File: src/sv/pru_pkg.sv
package pru_pkg;

  localparam int DEF_MAX_WIDTH  = 4096;
  localparam int DEF_MAX_FACTOR = 100;

  localparam int PIXEL_W    = 24;
  localparam int FACTOR_W   = 7;
  localparam int SWIDTH_W   = 13;
  localparam int HEIGHT_W   = 16;
  localparam int CFG_DATA_W = 16;
  localparam int CFG_IDX_W  = 2;

  localparam logic [CFG_IDX_W-1:0] CFG_SCALE_FACTOR  = 2'd0;
  localparam logic [CFG_IDX_W-1:0] CFG_SOURCE_WIDTH  = 2'd1;
  localparam logic [CFG_IDX_W-1:0] CFG_SOURCE_HEIGHT = 2'd2;

  localparam logic OP_LOAD = 1'b0;
  localparam logic OP_PULL = 1'b1;

  localparam logic [1:0] ST_PIXEL   = 2'd0;
  localparam logic [1:0] ST_LOADED  = 2'd1;
  localparam logic [1:0] ST_NO_ROW  = 2'd2;
  localparam logic [1:0] ST_REFUSED = 2'd3;

  typedef struct packed {
    logic       opcode;
    logic [7:0] in_blue;
    logic [7:0] in_green;
    logic [7:0] in_red;
  } in_item_t;

  typedef struct packed {
    logic [1:0] status;
    logic [7:0] out_blue;
    logic [7:0] out_green;
    logic [7:0] out_red;
    logic [1:0] pad_bytes;
    logic       row_end;
    logic       image_end;
  } out_item_t;

  typedef struct packed {
    logic [1:0] status;
    logic [1:0] pad_bytes;
    logic       row_end;
    logic       image_end;
  } pru_meta_t;

endpackage

File: src/sv/pru_ctrl.sv
module pru_ctrl
  import pru_pkg::*;
#(
  parameter int MAX_WIDTH  = DEF_MAX_WIDTH,
  parameter int MAX_FACTOR = DEF_MAX_FACTOR,
  localparam int AW = (MAX_WIDTH > 1) ? $clog2(MAX_WIDTH) : 1
) (
  input  logic                  clk,
  input  logic                  rst_n,
  input  logic                  accept,
  input  in_item_t              item,
  input  logic                  cfg_we,
  input  logic [CFG_IDX_W-1:0]  cfg_index,
  input  logic [CFG_DATA_W-1:0] cfg_data,
  output logic                  ram_en,
  output logic                  ram_we,
  output logic [AW-1:0]         ram_addr,
  output logic [PIXEL_W-1:0]    ram_wdata,
  output pru_meta_t             meta
);

  localparam int LW   = $clog2(MAX_WIDTH + 1);
  localparam int WCW  = (LW > SWIDTH_W) ? LW : SWIDTH_W;
  localparam int FW   = $clog2(MAX_FACTOR + 1);
  localparam int FCW  = (FW > FACTOR_W) ? FW : FACTOR_W;
  localparam int HCW  = HEIGHT_W + 1;

  logic [FACTOR_W-1:0] scale_factor_r, scale_factor_nxt;
  logic [SWIDTH_W-1:0] source_width_r, source_width_nxt;
  logic [HEIGHT_W-1:0] source_height_r, source_height_nxt;

  logic [LW-1:0]       loaded_count_r, loaded_count_nxt;
  logic [AW-1:0]       read_column_r, read_column_nxt;
  logic [FW-1:0]       across_repeat_r, across_repeat_nxt;
  logic [FW-1:0]       down_repeat_r, down_repeat_nxt;
  logic                row_ready_r, row_ready_nxt;
  logic [HEIGHT_W-1:0] rows_finished_r, rows_finished_nxt;

  logic [FCW-1:0] f_eff;
  logic [WCW-1:0] w_eff;
  logic [HEIGHT_W-1:0] h_eff;
  logic [WCW-1:0] lc_inc;
  logic [WCW-1:0] rc_inc;
  logic [FCW-1:0] across_inc;
  logic [FCW-1:0] down_inc;
  logic [HCW-1:0] rows_inc;
  logic [3:0]     pad_prod;

  always_comb begin
    if (scale_factor_r == '0) begin
      f_eff = FCW'(1);
    end else if (FCW'(scale_factor_r) > FCW'(MAX_FACTOR)) begin
      f_eff = FCW'(MAX_FACTOR);
    end else begin
      f_eff = FCW'(scale_factor_r);
    end
    if (source_width_r == '0) begin
      w_eff = WCW'(1);
    end else if (WCW'(source_width_r) > WCW'(MAX_WIDTH)) begin
      w_eff = WCW'(MAX_WIDTH);
    end else begin
      w_eff = WCW'(source_width_r);
    end
    h_eff = (source_height_r == '0) ? HEIGHT_W'(1) : source_height_r;
  end

  assign lc_inc     = WCW'(loaded_count_r) + WCW'(1);
  assign rc_inc     = WCW'(read_column_r) + WCW'(1);
  assign across_inc = FCW'(across_repeat_r) + FCW'(1);
  assign down_inc   = FCW'(down_repeat_r) + FCW'(1);
  assign rows_inc   = HCW'(rows_finished_r) + HCW'(1);
  assign pad_prod   = {2'b00, w_eff[1:0]} * {2'b00, f_eff[1:0]};

  always_comb begin
    scale_factor_nxt  = scale_factor_r;
    source_width_nxt  = source_width_r;
    source_height_nxt = source_height_r;
    if (cfg_we) begin
      case (cfg_index)
        CFG_SCALE_FACTOR:  scale_factor_nxt  = cfg_data[FACTOR_W-1:0];
        CFG_SOURCE_WIDTH:  source_width_nxt  = cfg_data[SWIDTH_W-1:0];
        CFG_SOURCE_HEIGHT: source_height_nxt = cfg_data[HEIGHT_W-1:0];
        default: ;
      endcase
    end
  end

  always_comb begin
    loaded_count_nxt  = loaded_count_r;
    read_column_nxt   = read_column_r;
    across_repeat_nxt = across_repeat_r;
    down_repeat_nxt   = down_repeat_r;
    row_ready_nxt     = row_ready_r;
    rows_finished_nxt = rows_finished_r;
    ram_en    = 1'b0;
    ram_we    = 1'b0;
    ram_addr  = read_column_r;
    ram_wdata = {item.in_red, item.in_green, item.in_blue};
    meta      = '0;

    if (item.opcode == OP_LOAD) begin
      ram_addr = loaded_count_r[AW-1:0];
      if (row_ready_r) begin
        meta.status = ST_REFUSED;
      end else begin
        meta.status = ST_LOADED;
        if (accept) begin
          ram_en = WCW'(loaded_count_r) < WCW'(MAX_WIDTH);
          ram_we = ram_en;
          loaded_count_nxt = LW'(lc_inc);
          if (lc_inc >= w_eff) begin
            row_ready_nxt     = 1'b1;
            read_column_nxt   = '0;
            across_repeat_nxt = '0;
            down_repeat_nxt   = '0;
          end
        end
      end
    end else if (!row_ready_r) begin
      meta.status = ST_NO_ROW;
    end else begin
      meta.status = ST_PIXEL;
      ram_en      = accept;
      across_repeat_nxt = FW'(across_inc);
      if (across_inc >= f_eff) begin
        across_repeat_nxt = '0;
        read_column_nxt   = AW'(rc_inc);
        if (rc_inc >= w_eff) begin
          meta.row_end    = 1'b1;
          meta.pad_bytes  = pad_prod[1:0];
          read_column_nxt = '0;
          down_repeat_nxt = FW'(down_inc);
          if (down_inc >= f_eff) begin
            down_repeat_nxt   = '0;
            row_ready_nxt     = 1'b0;
            loaded_count_nxt  = '0;
            rows_finished_nxt = HEIGHT_W'(rows_inc);
            if (rows_inc >= HCW'(h_eff)) begin
              rows_finished_nxt = '0;
              meta.image_end    = 1'b1;
            end
          end
        end
      end
      if (!accept) begin
        across_repeat_nxt = across_repeat_r;
        read_column_nxt   = read_column_r;
        down_repeat_nxt   = down_repeat_r;
        row_ready_nxt     = row_ready_r;
        loaded_count_nxt  = loaded_count_r;
        rows_finished_nxt = rows_finished_r;
      end
    end
  end

  always_ff @(posedge clk) begin
    if (!rst_n) begin
      scale_factor_r  <= FACTOR_W'(1);
      source_width_r  <= SWIDTH_W'(1);
      source_height_r <= HEIGHT_W'(1);
      loaded_count_r  <= '0;
      read_column_r   <= '0;
      across_repeat_r <= '0;
      down_repeat_r   <= '0;
      row_ready_r     <= 1'b0;
      rows_finished_r <= '0;
    end else begin
      scale_factor_r  <= scale_factor_nxt;
      source_width_r  <= source_width_nxt;
      source_height_r <= source_height_nxt;
      loaded_count_r  <= loaded_count_nxt;
      read_column_r   <= read_column_nxt;
      across_repeat_r <= across_repeat_nxt;
      down_repeat_r   <= down_repeat_nxt;
      row_ready_r     <= row_ready_nxt;
      rows_finished_r <= rows_finished_nxt;
    end
  end

  a_write_only_while_filling: assert property (@(posedge clk) disable iff (!rst_n)
    ram_we |-> !row_ready_r)
    else $error("line buffer written while a row is being replayed");

  a_ready_rises_on_load: assert property (@(posedge clk) disable iff (!rst_n)
    !row_ready_r ##1 row_ready_r |-> $past(accept) && $past(item.opcode) == OP_LOAD)
    else $error("row became ready without a load transfer");

  a_row_done_clears_count: assert property (@(posedge clk) disable iff (!rst_n)
    row_ready_r ##1 !row_ready_r |-> loaded_count_r == '0 && down_repeat_r == '0)
    else $error("row finished without clearing the fill count");

  a_image_end_wraps: assert property (@(posedge clk) disable iff (!rst_n)
    accept && meta.image_end |=> rows_finished_r == '0 && !row_ready_r)
    else $error("image end did not return the row counter to zero");

endmodule

File: config.mk
export PLATFORM = sky130hd
export DESIGN_NAME = pru_ctrl
export DESIGN_NICKNAME = d
export VERILOG_FILES = /design/src/sv/pru_pkg.sv /design/src/sv/pru_ctrl.sv
export SDC_FILE = /design/constraint.sdc
export NUM_CORES = 1
export LEC_CHECK = 0
export BUFFER_PORTS_ARGS = -buffer_cell sky130_fd_sc_hd__buf_4
export CAP_MARGIN = 20
export CORE_ASPECT_RATIO = 1.25
export CORE_MARGIN = 5
export CORE_UTILIZATION = 30
export CTS_CLUSTER_DIAMETER = 30
export DETAILED_ROUTE_END_ITERATION = 10
export PLACE_DENSITY = 0.46
export RECOVER_POWER = 100
export SYNTH_ARGS = -nofsm -noshare
export SYNTH_HDL_FRONTEND = slang
export SYNTH_SLANG_ARGS = --single-unit
export TNS_END_PERCENT = 50
File: constraint.sdc
create_clock -name clk -period 7.3 [get_ports clk]
set_input_delay 0 -clock clk [delete_from_list [all_inputs] [get_ports clk]]
set_output_delay 0 -clock clk [all_outputs]
set_load 0.03 [all_outputs]
# After elaboration in Yosys (flattened, before gate mapping)
# Cells that the tools add are included.
# classes
n_addsub	5
multipliers	1
n_lt_le_gt_ge	8
eq_ne	8
mux	59
n_reduce_logical	14
# ops
cell	n
2-to-1 mux 13 bit	10
2-to-1 mux 12 bit	9
2-to-1 mux 7 bit	15
2-to-1 mux 16 bit	2
greater-or-equal comparator 13 bit	2
adder 16 x 1 -> 17 bit (second input constant)	1
greater-or-equal comparator 17 x 16 -> 1 bit	1
zero test 16 bit	1
2-to-1 mux 1 bit	16
2-to-1 mux 4 bit	4
adder 7 x 1 -> 7 bit (second input constant)	2
greater-or-equal comparator 7 bit	2
AND reduction 7 bit	2
adder 12 x 1 -> 13 bit (second input constant)	1
adder 13 x 1 -> 13 bit (second input constant)	1
greater-than comparator 13 bit (second input constant)	1
zero test 13 bit	1
< comparator 13 bit (second input constant)	1
AND reduction 6 bit	2
!= test 2 x 1 -> 1 bit (second input constant)	4
greater-than comparator 7 bit (second input constant)	1
zero test 7 bit	1
2-to-1 mux 2 bit	3
AND reduction 2 bit	3
other kinds (7)	9
# totals
register_bits	92
in_bits	47
output_inout_bits	44
word_cells	104

# Depth between registers and ports, before layout
# logic_depth
ltp_word	10
ltp_mapped	15
mapped_depth_nobuf	15

# Worst setup path before layout
# Ideal clock, no wire load.
# synth_timing
kind	register -> output
startpoint	register read_column_r[0]
endpoint	output port meta[0] (netlist bit)
arrival_ps	3243
t_required_ps	7300
setup_slack_ps	4057
stages_incl_launch_ff	15
path_buffers	0
cell_sequence	dfxtp_1 -> ha_1 -> nand3_1 -> nor2_1 -> and3_1 -> and3_1 -> xor2_1 -> ha_1 -> nand2_1 -> nor2_1 -> nand2_1 -> o21a_1 -> nor3_1 -> nand3_1 -> nor3_1
# synth_lines
element	line_no	text
start: declaration	pru_ctrl.sv:33	logic [AW-1:0] read_column_r, read_column_nxt;
start signal: assignment	pru_ctrl.sv:172	read_column_r <= read_column_nxt;
end: declaration	pru_ctrl.sv:19	output pru_meta_t meta

# Worst setup path in the final report
# layout_timing
startpoint	register read_column_r[0]
endpoint	register rows_finished_r[3]
# layout_via
elab_chain_len	3
# layout_rtl
element	line_no	text
adder 12 x 1 -> 13 bit	pru_ctrl.sv:68	assign rc_inc = WCW'(read_column_r) + WCW'(1);
greater-or-equal comparator 13 bit	pru_ctrl.sv:128	if (rc_inc >= w_eff) begin
AND reduction 6 bit (no line)	-	
end signal: assignment	pru_ctrl.sv:176	rows_finished_r <= rows_finished_nxt;
end: declaration	pru_ctrl.sv:37	logic [HEIGHT_W-1:0] rows_finished_r, rows_finished_nxt;
# No other way between the ends.
# A chain may end at the register's enable or synchronous reset.

==> impl_metrics.csv <==
group,metric,value,unit
grt,track_usage,14.4,%
clock_tree,cts_resized,0,
sta,setup_viol,0,
synthesis,syn_nets,891,
synthesis,yosys_most_used_dff,"dfxtp_1",
clock_tree,cts_setup_buffers,0,
grt,grt-ovfl-total,0,
grt,antenna_found_initial,0,
routing,first_pass_iters,4,
sta,hold_viol,0,
placed_design,place.gp.congestion,0.783,
routing,wl_per_cell,15.9,um
floorplan,io_pins,91,
cells_and_area,layout.nets,909,
outcome,failed_checks,"capacitance limit, slew limit",
sta,max_freq,213,MHz
sta,skew,0.00664,ns
routing,top_layer,"met4",
hold_path,min_delay_path_depth,0,
clock_tree,cts_buffers,9,
routing,via_per_inst,4.98,
floorplan,die_area,24000,um^2
run,maxCapViolCount,3,
placed_design,place_hpwl,12800,um
floorplan,core_area,20700,um^2
grt,grt_max_degree,48,
routing,drc_errors,0,
critical_path,arrival,4.97,ns
power,power_leakage,2.80,nW
critical_path,reg2reg_from,"read_column_r[0]",
critical_path,critPathKind,"reg2reg",
floorplan,initial_utilization,30.4,%
routing,finalWirelength,17200,um
floorplan,die_y,172,um
synthesis,ys_top_cells_by_count,"137 x nand2_1, 92 x dfxtp_1, 63 x ha_1, 55 x a21oi_1, 47 x nand3_1",
routing,wl_met1,8150,um
power,total_power,1.23,mW
critical_path,reg2reg_slack,2.60,ns
placed_design,port_buffers,42,
grt,grt_pass1_wl,28000,um
grt,grt_pass1_vias,5178,
sta,fin_tns_setup,0,ns
clock_tree,clock-root-buffer,"clkbuf_16",
synthesis,yosysMostFrequentCell,"nand2_1",
synthesis,yosys_warnings,0,
critical_path,worstPathRequired,7.56,ns
synthesis,yosys-top-cells-area,"dfxtp_1 29%, ha_1 13%, nand2_1 8.2%",
critical_path,path_max_fanout,28,
routing,routed-wl-met2,8330,um
clock_tree,clk_latency,0.35,ns
hold_path,worstHoldStart,"item[10]",
critical_path,ff2ff_path_depth,15,
synthesis,synth-seq-cells,92,
clock_tree,clkTransAtPathRegs,0.07,ns
routing,drtIter0Drc,229,
clock_tree,cts_tree,"built",
routing,vias,5360,
synthesis,yosysUniqueCellTypes,66,
hold_path,whs_endpoint,"ram_wdata[10]",
synthesis,synth_largest_area_cell,"dfxtp_1",
cells_and_area,diodes,0,
synthesis,netlist.area_leader.share,29.2,%
critical_path,startpoint,"read_column_r[0]",
synthesis,seq_area_frac_synth,29.2,%
sta,slew_headroom,-61.0,%
hold_path,hold_class,"in2out",
critical_path,reg2reg_to,"rows_finished_r[3]",
routing,ant_nets,0,
critical_path,end_kind,"flop",
clock_tree,cts-htree-levels,3,
sta,rsz0062_at_grt,"false",
synthesis,synth_edf_count,0,
routing,met3WireLength,517,um
sta,holdWs,0.0000132,ns
sta,drv_slew,121,
synthesis,syn_inst,781,
cells_and_area,area_growth,11.1,%
power,p_per_area,176,nW/um^2
synthesis,synth_area,6300,um^2
synthesis,syn_area_per_cell,8.07,um^2
sta,worst_pin_slew,2.41,ns
synthesis,async_flop_share,0,%
critical_path,critPathLaunchType,"flop",
power,ir_drop,0.000118,V
sta,period_needed,4.70,ns
sta,fin_crit_sh,64.4,%
outcome,status,"complete, but fails checks",
floorplan,die-width,140,um
clock_tree,cts.sinks,92,
cells_and_area,n_fill_cell,2226,
clock_tree,cts_max_path_buffers,2,
cells_and_area,drive_gt1_share,7.60,%
floorplan,rows,59,
layer usage:
| layer | GRT usage (%) | vias up |
|---|---|---|
| met3 | 2.21 | 11 |
| met5 | 0 | - |
| met4 | 3.50 | 0 |
| met1 | 18.5 | 2495 |
| met2 | 25.4 | 66 |
| li1 | - | 2788 |
flip-flops by register name, indices dropped and copies added, names as in the netlist:
signal / count
across_repeat_r: 7
scale_factor_r: 7
read_column_r: 12
source_width_r: 13
source_height_r: 16
loaded_count_r: 13
down_repeat_r: 7
row_ready_r: 1
rows_finished_r: 16
through the flow:
| stage | util, % | instance area (um^2) | worst slack, ns | cells |
|---|---|---|---|---|
| finish | 33.7 | 7000 | 2.60 | 1077 |
| detailed placement | 32.0 | 6640 | 3.39 | 1046 |
| floorplan | - | 6300 | 4.06 | 781 |
| global placement | 32.0 | 6640 | 3.42 | 1046 |
| global route | 33.7 | 7000 | 2.04 | 1077 |
| CTS | 34.4 | 7130 | 3.33 | 1077 |
cells by family after synthesis:
family,synth area share [%]
and+or+nand+nor,23.9
AOI/OAI and AO/OA,18.5
DFF,29.2
buffers and inverters,7.13
adders and majority gates,12.5
xor gates and xnor gates,5.84
muxes,2.94
cells in the final DEF, fill, tap and decap left out, drive strengths merged, types with 6 or more instances in the layout:
cell / instances
xor2: 21
dlygate4sd3: 16
ha: 63
nand3: 47
nor4: 6
and3: 14
a22o: 6
nor3b: 10
nor2: 39
mux2: 12
nand4: 7
a21oi: 56
nand2: 138
a21o: 10
buf: 22
o21ai: 51
nand3b: 15
nor3: 16
xnor2: 21
inv: 32
nand2b: 6
a32o: 7
clkbuf: 32
dfxtp: 92
power breakdown:
part	internal [mW]	switching, mW
clock network	0.304	0.224
logic	0.0659	0.118
registers	0.511	0.0108
cell type report:
cell class,count,area [um^2],share of cell area [%]
clock inverter,6,96.3,1.38
clock buffer,9,225,3.22
tap,274,343,4.90
sequential,92,1840,26.3
multi-input combinational,606,3970,56.8
timing repair buffer,61,412,5.88
inverter,29,109,1.55
critical path, stage by stage (launching register included):
cell and delay, ns:
dfxtp_1 0.47, ha_1 0.28, nand3_1 0.16, nor2_1 0.27, and3_1 0.27, and3_1 0.25, xor2_1 0.09, ha_1 0.30
nand2_1 0.06, nor2_1 0.11, nand2_1 0.08, o21a_1 0.23, nor4b_1 0.32, clkbuf_1 0.95, nand3b_1 0.47, o31ai_2 0.29
worst max path at each step:
stage                          to  cells after the start  slack [ns]
6_report       rows_finished_r[3]                     15        2.60
5_1_grt        rows_finished_r[1]                     15        2.04
4_1_cts                   meta[0]                     15        3.33
3_5_place_dp     down_repeat_r[2]                     14        3.39
3_3_place_gp     read_column_r[7]                     14        3.42
2_1_floorplan             meta[0]                     14        4.06
repair_timing:
action | CTS | global route
hold buffers | 16 | 0
endpoints found under the setup margin | 0 | 0
endpoints found under the hold margin | 36 | 0
(Power assumes the default switching activity.)
